File: src/rtl/core/gasa_pkg.sv
// Shared constants for the glyph atlas shelf allocator.
// Field widths, result kind codes and default geometry; no dependencies.
package gasa_pkg;

  localparam int unsigned DEF_RING_DEPTH   = 32;
  localparam int unsigned DEF_ATLAS_WIDTH  = 512;
  localparam int unsigned DEF_ATLAS_HEIGHT = 512;

  // one-pixel border on each side of a glyph box
  localparam int unsigned BORDER_TOTAL = 2;

  localparam int unsigned GLYPH_ID_W = 16;
  localparam int unsigned DIM_W      = 9;
  localparam int unsigned SLOT_W     = 5;
  localparam int unsigned KIND_W     = 2;

  localparam logic [KIND_W-1:0] KIND_EVICTED = 2'd0;
  localparam logic [KIND_W-1:0] KIND_PLACED  = 2'd1;
  localparam logic [KIND_W-1:0] KIND_FLUSHED = 2'd2;

  localparam logic REQ_PLACE = 1'b0;
  localparam logic REQ_FLUSH = 1'b1;

endpackage

File: src/rtl/core/glyph_atlas_shelf_allocator_top.sv
// Glyph atlas shelf allocator: shelf packing of bordered glyph boxes plus a ring of placed glyphs.
// Depends on gasa_pkg and gasa_ram (glyph id and stored row per ring slot).
//
// A placement runs ROW, ATL, TCHK and FCHK, then PLACE, with an RD/EV walk for a wrap, a taller
//   shelf or a full ring; each retire does one read of the entry RAM and then one compare.
// A flush scans the ring slots in turn, reads and evicts each live one, then emits a flushed marker.
// One request in flight; a new beat is taken as soon as the last result sits in the output
// register. Reset clears pointers, cursor, shelf and all live bits; the RAM is not cleared.
module glyph_atlas_shelf_allocator_top #(
  parameter int unsigned RING_DEPTH   = gasa_pkg::DEF_RING_DEPTH,
  parameter int unsigned ATLAS_WIDTH  = gasa_pkg::DEF_ATLAS_WIDTH,
  parameter int unsigned ATLAS_HEIGHT = gasa_pkg::DEF_ATLAS_HEIGHT
) (
  input  logic                             clk_i,
  input  logic                             rst_ni,
  input  logic                             in_valid_i,
  output logic                             in_stall_o,
  input  logic                             req_type_i,
  input  logic [gasa_pkg::GLYPH_ID_W-1:0]  glyph_id_i,
  input  logic [gasa_pkg::DIM_W-1:0]       glyph_width_i,
  input  logic [gasa_pkg::DIM_W-1:0]       glyph_height_i,
  output logic                             out_valid_o,
  input  logic                             out_stall_i,
  output logic [gasa_pkg::KIND_W-1:0]      kind_o,
  output logic [gasa_pkg::SLOT_W-1:0]      slot_o,
  output logic [gasa_pkg::GLYPH_ID_W-1:0]  out_glyph_id_o,
  output logic [gasa_pkg::DIM_W-1:0]       atlas_x_o,
  output logic [gasa_pkg::DIM_W-1:0]       atlas_y_o,
  output logic                             last_o
);

  localparam int unsigned PW = $clog2(RING_DEPTH);
  localparam int unsigned MAX_WH = (ATLAS_WIDTH > ATLAS_HEIGHT) ? ATLAS_WIDTH : ATLAS_HEIGHT;
  localparam int unsigned MAX_DIM = (MAX_WH > 512) ? MAX_WH : 512;
  // coordinates plus one box height never overflow this
  localparam int unsigned CW = $clog2(MAX_DIM) + 2;
  localparam int unsigned GW = gasa_pkg::GLYPH_ID_W;
  localparam int unsigned RW = GW + CW;

  localparam logic [3:0] ST_IDLE  = 4'd0;
  localparam logic [3:0] ST_ROW   = 4'd1;
  localparam logic [3:0] ST_ATL   = 4'd2;
  localparam logic [3:0] ST_TCHK  = 4'd3;
  localparam logic [3:0] ST_FCHK  = 4'd4;
  localparam logic [3:0] ST_RD    = 4'd5;
  localparam logic [3:0] ST_EV    = 4'd6;
  localparam logic [3:0] ST_PLACE = 4'd7;
  localparam logic [3:0] ST_FSCAN = 4'd8;
  localparam logic [3:0] ST_FEV   = 4'd9;
  localparam logic [3:0] ST_FDONE = 4'd10;

  localparam logic [1:0] MODE_WRAP = 2'd0;
  localparam logic [1:0] MODE_TALL = 2'd1;
  localparam logic [1:0] MODE_FULL = 2'd2;

  localparam logic [PW-1:0] PTR_LAST = PW'(RING_DEPTH - 1);

  function automatic logic [PW-1:0] ptr_inc(input logic [PW-1:0] p);
    return (p == PTR_LAST) ? '0 : p + 1'b1;
  endfunction

  logic [3:0]            state_q, state_d;
  logic [1:0]            mode_q, mode_d;
  logic [PW-1:0]         oldest_q, oldest_d;
  logic [PW-1:0]         next_q, next_d;
  logic [PW-1:0]         scan_q, scan_d;
  logic [CW-1:0]         cx_q, cx_d;
  logic [CW-1:0]         cy_q, cy_d;
  logic [CW-1:0]         sh_q, sh_d;
  logic [CW-1:0]         lo_q, lo_d;
  logic [CW-1:0]         hi_q, hi_d;
  logic [RING_DEPTH-1:0] live_q, live_d;

  // request beat
  logic                  req_q, req_d;
  logic [GW-1:0]         gid_q, gid_d;
  logic [CW-1:0]         bw_q, bw_d;
  logic [CW-1:0]         bh_q, bh_d;

  // output register
  logic                                 out_valid_q;
  logic [gasa_pkg::KIND_W-1:0]          kind_q;
  logic [gasa_pkg::SLOT_W-1:0]          slot_q;
  logic [GW-1:0]                        ogid_q;
  logic [gasa_pkg::DIM_W-1:0]           ax_q;
  logic [gasa_pkg::DIM_W-1:0]           ay_q;
  logic                                 last_q;

  logic                                 out_free;
  logic                                 emit;
  logic [gasa_pkg::KIND_W-1:0]          emit_kind;
  logic [PW-1:0]                        emit_slot;
  logic [GW-1:0]                        emit_gid;
  logic [CW-1:0]                        emit_x;
  logic [CW-1:0]                        emit_y;
  logic                                 emit_last;

  logic                  ram_we;
  logic [RW-1:0]         ram_wdata;
  logic                  ram_re;
  logic [PW-1:0]         ram_raddr;
  logic [RW-1:0]         ram_rdata;
  logic [GW-1:0]         rd_gid;
  logic [CW-1:0]         rd_row;
  logic                  walk_hit;
  logic                  not_empty;

  gasa_ram #(
    .WIDTH (RW),
    .DEPTH (RING_DEPTH)
  ) u_entry_ram (
    .clk_i     (clk_i),
    .wr_en_i   (ram_we),
    .wr_addr_i (next_q),
    .wr_data_i (ram_wdata),
    .rd_en_i   (ram_re),
    .rd_addr_i (ram_raddr),
    .rd_data_o (ram_rdata)
  );

  assign rd_gid    = ram_rdata[RW-1:CW];
  assign rd_row    = ram_rdata[CW-1:0];
  assign ram_wdata = {gid_q, cy_q + CW'(1)};
  assign out_free  = !out_valid_q || !out_stall_i;
  assign not_empty = (oldest_q != next_q);
  assign in_stall_o = (state_q != ST_IDLE);

  always_comb begin
    unique case (mode_q)
      MODE_WRAP: walk_hit = not_empty && (rd_row != '0);
      MODE_TALL: walk_hit = not_empty && (rd_row >= lo_q) && (rd_row < hi_q);
      MODE_FULL: walk_hit = 1'b1;
      default:   walk_hit = 1'b0;
    endcase
  end

  always_comb begin
    state_d   = state_q;
    mode_d    = mode_q;
    oldest_d  = oldest_q;
    next_d    = next_q;
    scan_d    = scan_q;
    cx_d      = cx_q;
    cy_d      = cy_q;
    sh_d      = sh_q;
    lo_d      = lo_q;
    hi_d      = hi_q;
    live_d    = live_q;
    req_d     = req_q;
    gid_d     = gid_q;
    bw_d      = bw_q;
    bh_d      = bh_q;
    emit      = 1'b0;
    emit_kind = gasa_pkg::KIND_EVICTED;
    emit_slot = oldest_q;
    emit_gid  = rd_gid;
    emit_x    = '0;
    emit_y    = '0;
    emit_last = 1'b0;
    ram_we    = 1'b0;
    ram_re    = 1'b0;
    ram_raddr = oldest_q;

    unique case (state_q)
      ST_IDLE: begin
        if (in_valid_i) begin
          req_d  = req_type_i;
          gid_d  = glyph_id_i;
          bw_d   = CW'(glyph_width_i) + CW'(gasa_pkg::BORDER_TOTAL);
          bh_d   = CW'(glyph_height_i) + CW'(gasa_pkg::BORDER_TOTAL);
          scan_d = '0;
          state_d = (req_type_i == gasa_pkg::REQ_FLUSH) ? ST_FSCAN : ST_ROW;
        end
      end
      ST_ROW: begin
        if (bw_q + cx_q > CW'(ATLAS_WIDTH)) begin
          cx_d = '0;
          cy_d = cy_q + sh_q;
          sh_d = '0;
        end
        state_d = ST_ATL;
      end
      ST_ATL: begin
        if (bh_q + cy_q > CW'(ATLAS_HEIGHT)) begin
          cx_d    = '0;
          cy_d    = '0;
          sh_d    = '0;
          mode_d  = MODE_WRAP;
          state_d = ST_RD;
        end else begin
          state_d = ST_TCHK;
        end
      end
      ST_TCHK: begin
        if (sh_q <= bh_q) begin
          lo_d    = cy_q + sh_q;
          hi_d    = cy_q + bh_q;
          mode_d  = MODE_TALL;
          state_d = ST_RD;
        end else begin
          state_d = ST_FCHK;
        end
      end
      ST_FCHK: begin
        if (oldest_q == ptr_inc(next_q)) begin
          mode_d  = MODE_FULL;
          state_d = ST_RD;
        end else begin
          state_d = ST_PLACE;
        end
      end
      ST_RD: begin
        ram_re  = 1'b1;
        state_d = ST_EV;
      end
      ST_EV: begin
        if (walk_hit) begin
          if (!live_q[oldest_q] || out_free) begin
            emit              = live_q[oldest_q];
            live_d[oldest_q]  = 1'b0;
            oldest_d          = ptr_inc(oldest_q);
            state_d           = (mode_q == MODE_FULL) ? ST_PLACE : ST_RD;
          end
        end else if (mode_q == MODE_WRAP) begin
          state_d = ST_TCHK;
        end else begin
          sh_d    = bh_q;
          state_d = ST_FCHK;
        end
      end
      ST_PLACE: begin
        if (out_free) begin
          emit           = 1'b1;
          emit_kind      = gasa_pkg::KIND_PLACED;
          emit_slot      = next_q;
          emit_gid       = gid_q;
          emit_x         = cx_q;
          emit_y         = cy_q;
          emit_last      = 1'b1;
          ram_we         = 1'b1;
          live_d[next_q] = 1'b1;
          cx_d           = cx_q + bw_q;
          next_d         = ptr_inc(next_q);
          state_d        = ST_IDLE;
        end
      end
      ST_FSCAN: begin
        if (live_q[scan_q]) begin
          ram_re    = 1'b1;
          ram_raddr = scan_q;
          state_d   = ST_FEV;
        end else if (scan_q == PTR_LAST) begin
          state_d = ST_FDONE;
        end else begin
          scan_d = scan_q + 1'b1;
        end
      end
      ST_FEV: begin
        if (out_free) begin
          emit           = 1'b1;
          emit_slot      = scan_q;
          live_d[scan_q] = 1'b0;
          if (scan_q == PTR_LAST) begin
            state_d = ST_FDONE;
          end else begin
            scan_d  = scan_q + 1'b1;
            state_d = ST_FSCAN;
          end
        end
      end
      ST_FDONE: begin
        if (out_free) begin
          emit      = 1'b1;
          emit_kind = gasa_pkg::KIND_FLUSHED;
          emit_slot = '0;
          emit_gid  = '0;
          emit_last = 1'b1;
          state_d   = ST_IDLE;
        end
      end
      default: begin
        state_d = ST_IDLE;
      end
    endcase
  end

  always_ff @(posedge clk_i or negedge rst_ni) begin
    if (!rst_ni) begin
      state_q     <= ST_IDLE;
      mode_q      <= MODE_WRAP;
      oldest_q    <= '0;
      next_q      <= '0;
      scan_q      <= '0;
      cx_q        <= '0;
      cy_q        <= '0;
      sh_q        <= '0;
      live_q      <= '0;
      out_valid_q <= 1'b0;
    end else begin
      state_q  <= state_d;
      mode_q   <= mode_d;
      oldest_q <= oldest_d;
      next_q   <= next_d;
      scan_q   <= scan_d;
      cx_q     <= cx_d;
      cy_q     <= cy_d;
      sh_q     <= sh_d;
      live_q   <= live_d;
      if (emit) begin
        out_valid_q <= 1'b1;
      end else if (!out_stall_i) begin
        out_valid_q <= 1'b0;
      end
    end
  end

  // payload registers
  always_ff @(posedge clk_i) begin
    lo_q  <= lo_d;
    hi_q  <= hi_d;
    req_q <= req_d;
    gid_q <= gid_d;
    bw_q  <= bw_d;
    bh_q  <= bh_d;
    if (emit) begin
      kind_q <= emit_kind;
      slot_q <= gasa_pkg::SLOT_W'(emit_slot);
      ogid_q <= emit_gid;
      ax_q   <= gasa_pkg::DIM_W'(emit_x);
      ay_q   <= gasa_pkg::DIM_W'(emit_y);
      last_q <= emit_last;
    end
  end

  assign out_valid_o    = out_valid_q;
  assign kind_o         = kind_q;
  assign slot_o         = slot_q;
  assign out_glyph_id_o = ogid_q;
  assign atlas_x_o      = ax_q;
  assign atlas_y_o      = ay_q;
  assign last_o         = last_q;

  // a flush request must not end in the place path
  a_flush_path: assert property (@(posedge clk_i) disable iff (!rst_ni)
    (state_q == ST_ROW) |-> (req_q == gasa_pkg::REQ_PLACE))
    else $error("place path entered for a flush beat");

  a_accept_busy: assert property (@(posedge clk_i) disable iff (!rst_ni)
    (in_valid_i && !in_stall_o) |=> (state_q != ST_IDLE))
    else $error("accepted beat did not start work");

  // ring keeps at least one free slot after a placement
  a_ring_room: assert property (@(posedge clk_i) disable iff (!rst_ni)
    (state_q == ST_PLACE && out_free) |=> (oldest_q != next_q))
    else $error("ring overran its oldest entry");

  a_flush_clean: assert property (@(posedge clk_i) disable iff (!rst_ni)
    (emit && emit_kind == gasa_pkg::KIND_FLUSHED) |-> (live_q == '0))
    else $error("flush finished with live entries");

  a_cursor_bound: assert property (@(posedge clk_i) disable iff (!rst_ni)
    (cx_q <= CW'(MAX_DIM)) && (cy_q <= CW'(MAX_DIM)))
    else $error("cursor left the atlas range");

endmodule

File: src/rtl/core/gasa_ram.sv
// Generic single-write, single-read RAM with a registered read port.
// Used for the ring entry store; no dependencies.
module gasa_ram #(
  parameter int unsigned WIDTH = 8,
  parameter int unsigned DEPTH = 32
) (
  input  logic                            clk_i,
  input  logic                            wr_en_i,
  input  logic [$clog2(DEPTH)-1:0]        wr_addr_i,
  input  logic [WIDTH-1:0]                wr_data_i,
  input  logic                            rd_en_i,
  input  logic [$clog2(DEPTH)-1:0]        rd_addr_i,
  output logic [WIDTH-1:0]                rd_data_o
);

  logic [WIDTH-1:0] mem_q [DEPTH];
  logic [WIDTH-1:0] rd_data_q;

  always_ff @(posedge clk_i) begin
    if (wr_en_i) begin
      mem_q[wr_addr_i] <= wr_data_i;
    end
    // read data holds until the next read
    if (rd_en_i) begin
      rd_data_q <= mem_q[rd_addr_i];
    end
  end

  assign rd_data_o = rd_data_q;

endmodule
File: config.mk
export PLATFORM = sky130hd
export DESIGN_NAME = glyph_atlas_shelf_allocator_top
export DESIGN_NICKNAME = d
export VERILOG_FILES = /design/src/rtl/core/gasa_pkg.sv /design/src/rtl/core/glyph_atlas_shelf_allocator_top.sv /design/src/rtl/core/gasa_ram.sv
export SDC_FILE = /design/constraint.sdc
export NUM_CORES = 2
export LEC_CHECK = 0
export ABC_AREA = 1
export ABC_CLOCK_PERIOD_IN_PS = 4300
export BUFFER_PORTS_ARGS = -buffer_cell sky130_fd_sc_hd__buf_2
export CORE_MARGIN = 5
export CORE_UTILIZATION = 40
export CTS_BUF_LIST = sky130_fd_sc_hd__clkbuf_16
export CTS_CLUSTER_SIZE = 12
export DETAILED_ROUTE_END_ITERATION = 10
export PLACE_DENSITY = 0.6
export SLEW_MARGIN = 0
export SYNTH_ARGS = -nofsm -noshare
export SYNTH_HDL_FRONTEND = slang
export SYNTH_SLANG_ARGS = --single-unit
File: constraint.sdc
create_clock -name clk_i -period 4.3 [get_ports clk_i]
set_input_delay 0.43 -clock clk_i [delete_from_list [all_inputs] [get_ports clk_i]]
set_output_delay 0.43 -clock clk_i [all_outputs]
set_load 0.01 [all_outputs]
==> flow_summary.ini <==
[outcome]
outcome = completed

[layout]
fin_nets = 5385
antenna_cells = 0
layout-drive-gt1-share_pct = 7.868
fin_util_pct = 45.62
area_delta_synth_final_pct = 13.46
nFillCells = 11570

[routing]
drtAntennaViolNets = 0
firstDrtPassIters = 5
wirelength_um = 150400
post_drt_via_cell_ratio = 5.244
vias = 36710
first_iter_violations = 4240
wl_per_cell_um = 21.49
route.detailed.drc = 0

[worst_hold_path]
min_path_type = primary input to flip-flop
hp-start = glyph_width_i[6]

[setup_path]
worstSetupStartpoint = scan_q[0]
path_class = flip-flop to flip-flop
cp-end-kind = flip-flop
r2r_slack_ns = 0.59
arrival_ns = 4.17
rr_startpoint = scan_q[0]
path_max_fanout = 45
crit_required_ns = 4.77
critPathLaunchType = flip-flop

[run]
cap_viol_max_count = 0

[floorplan]
die_area_sq_mm = 0.1333
start_util_pct = 40.21
die_w_um = 365.1
core_area_sq_mm = 0.1254
ios = 83
die_h_um = 365.1
rows = 130

[synthesis]
avgSynthCellArea_sq_um = 9.767
synth_seq_cells = 1077
syn-cell-area_sq_mm = 0.05043
yosysWarnings = 0
synth.top_cell.area_share_pct = 59.01
synth-main-ff-cell = edfxtp_1
synth_area_leaders = edfxtp_1 (59%), nand3_1 (10%), nand2_1 (8.2%)
syn_nets = 5284
async_flop_share_pct = 7.985
ys_types = 44
seq_area_frac_synth_pct = 63.28
synth-edff-count = 991
synth_largest_area_cell = edfxtp_1
postSynthCellCount = 5163

[clock_network]
cts_tree = yes
clk_latency_ns = 0.73
cts.sinks = 1077
ctsHoldBuffers = 18
cts_buffers = 112
cts_resized = 0
clk_pin_slew_ns = 0.06
ctsRootBufferMaster = clkbuf_16
clk_path_buf_depth = 3
htreeDepth = 3
postCtsSetupRepairBufs = 0

[global_route]
first_global_vias = 35040
grt_first_pass_wirelength_um = 223500
grt_max_degree = 96
grt_overflow = 0
grt_use_total_pct = 22.26
antenna_found_initial = 2

[timing]
timing.final.crit_share_pct = 86.24
worst_slew_pin_slew_ns = 1.214
skew_ns = 0.06098
drv_slew = 0
fmax_mhz = 269.7
setup_viol = 0
fin_crit_ns = 3.708
fin_setup_tns_ns = 0
hold_viol = 0
grt_setup_unrepaired = no
slew_headroom_pct = 19.04

[pwr]
vdd_ir_drop_max_v = 0.0005313
pwr_density_cell_mw_per_mm2 = 620.0
p_leak_nw = 24.95

[placement]
portBuffers = 82
dp_hpwl_um = 84860
gp_congestion = 0.9073
critical path: stages, from the launching register on:
cell and delay, ns:
dfrtp_1 0.37, inv_1 0.42, nand2_1 0.10, nand3_1 0.10, nand2_1 0.07, nand2_1 0.06, nand2_1 0.07, nor2_1 0.17
nand2_2 0.14, nand2_2 0.35, nand2_2 0.17, nand2_8 0.37, buf_4 0.34, nand2_1 0.08, nand3_1 0.09, nand3_1 0.13
nand3_1 0.11, nand2_1 0.14, nand2_1 0.10, nand2_1 0.05
sequential cells by signal, indices dropped and copies added, names as in the netlist, 10 cells and up:
| signal | cells |
|---|---|
| u_entry_ram.mem_q | 864 |
| live_q | 32 |
| u_entry_ram.rd_data_o | 27 |
| gid_q | 16 |
| out_glyph_id_o | 16 |
| cx_q | 11 |
| cy_q | 11 |
| hi_q | 11 |
| lo_q | 11 |
| bh_q | 10 |
| bw_q | 10 |
| sh_q | 10 |
stage by stage:
step / hold WS, ns / std cells / setup WS, ns / total power, W / instance area (sq um)
final: 0.03034 / 7001 / 0.5916 / 0.03548 / 57210
after global placement: 0.4564 / 6782 / 0.6364 / 0.02631 / 53600
after CTS: 0.001294 / 7001 / 0.5884 / 0.03558 / 57210
after floorplan: 0.1344 / 5163 / 0.02731 / 0.02192 / 50430
after detailed placement: 0.4630 / 6782 / 0.5908 / 0.02641 / 53600
after global routing: 0.01874 / 7001 / 0.3173 / 0.03736 / 57210
synth_stat cells (all sizes together) (5+ instances only):
library cell,n
or2,5
edfxtp,991
clkbuf,96
o21ai,101
ha,79
nand4,39
nand3,1020
a31oi,17
nor3,59
clkinv,5
o22ai,17
dfrtp,86
xnor2,18
nor2,141
xor2,38
nor4,7
a21oi,81
a221oi,6
nand2,1104
buf,146
inv,1077
placed cells by master (no fill, tap or decap), types with 4 or more instances in the layout:
cell           instances
o2111ai_1              4
clkinv_1              30
clkbuf_16            113
nand4_1               39
buf_2                 81
clkinv_2              12
o21ai_4                6
a31oi_1               17
nor3_2                34
dlygate4sd3_1         18
a221oi_1               6
nand3_1             1018
nor2_1               138
inv_1               1112
bufinv_16              6
xnor2_1               17
a2bb2oi_1              4
o21ai_0               93
xor2_1                30
xor2_2                 5
edfxtp_1             991
dfrtp_1               86
buf_4                 97
or2_2                  5
buf_12                33
o22ai_1               17
ha_1                  79
nor3_1                25
a21oi_1               80
nor4_1                 5
o31ai_1                4
nand2_1             1098
cell families after synthesis:
kind of cell / count (synthesis) / synth area share [%]
and+or+nand+nor: 2377 / 20.70
buffers and inverters: 1324 / 10.18
DFF: 1077 / 63.28
AOI/OAI and AO/OA: 247 / 2.799
adders and majority gates: 82 / 2.079
xor gates and xnor gates: 56 / 0.9726
layer usage:
| layer | vias up | track usage (%) | wire length [um] |
|---|---|---|---|
| li1 | 17100 | - | - |
| met1 | 17720 | 30.93 | 62370 |
| met2 | 1618 | 35.76 | 69410 |
| met3 | 270 | 3.476 | 13420 |
| met4 | 0 | 7.855 | 5238 |
| met5 | - | 0 | 0 |
layout make-up:
class | instances | area, sq um | share of cell area [%]
Clock buffer | 113 | 2828 | 4.942
Sequential cell | 1077 | 31910 | 55.77
Multi-Input combinational cell | 2762 | 13770 | 24.06
Clock inverter | 88 | 605.6 | 1.058
Tap cell | 1650 | 2064 | 3.608
Inverter | 1082 | 4064 | 7.103
Timing Repair Buffer | 229 | 1974 | 3.451
final timing paths:
path	end	depth (start not counted)
max in group asynchronous	oldest_q[4]	3
max	u_entry_ram.rd_data_o[1]	19
min	bw_q[6]	2
max reg2reg	u_entry_ram.rd_data_o[1]	19
min reg2reg	live_q[2]	2
min in group asynchronous	cx_q[5]	2
power by group:
part           leakage, nW  internal, W  switching [W]
combinational         13.1      0.00350        0.00841
sequential            10.1       0.0134       0.000962
clock                 1.82      0.00510        0.00409
(Power assumes the default switching activity.)
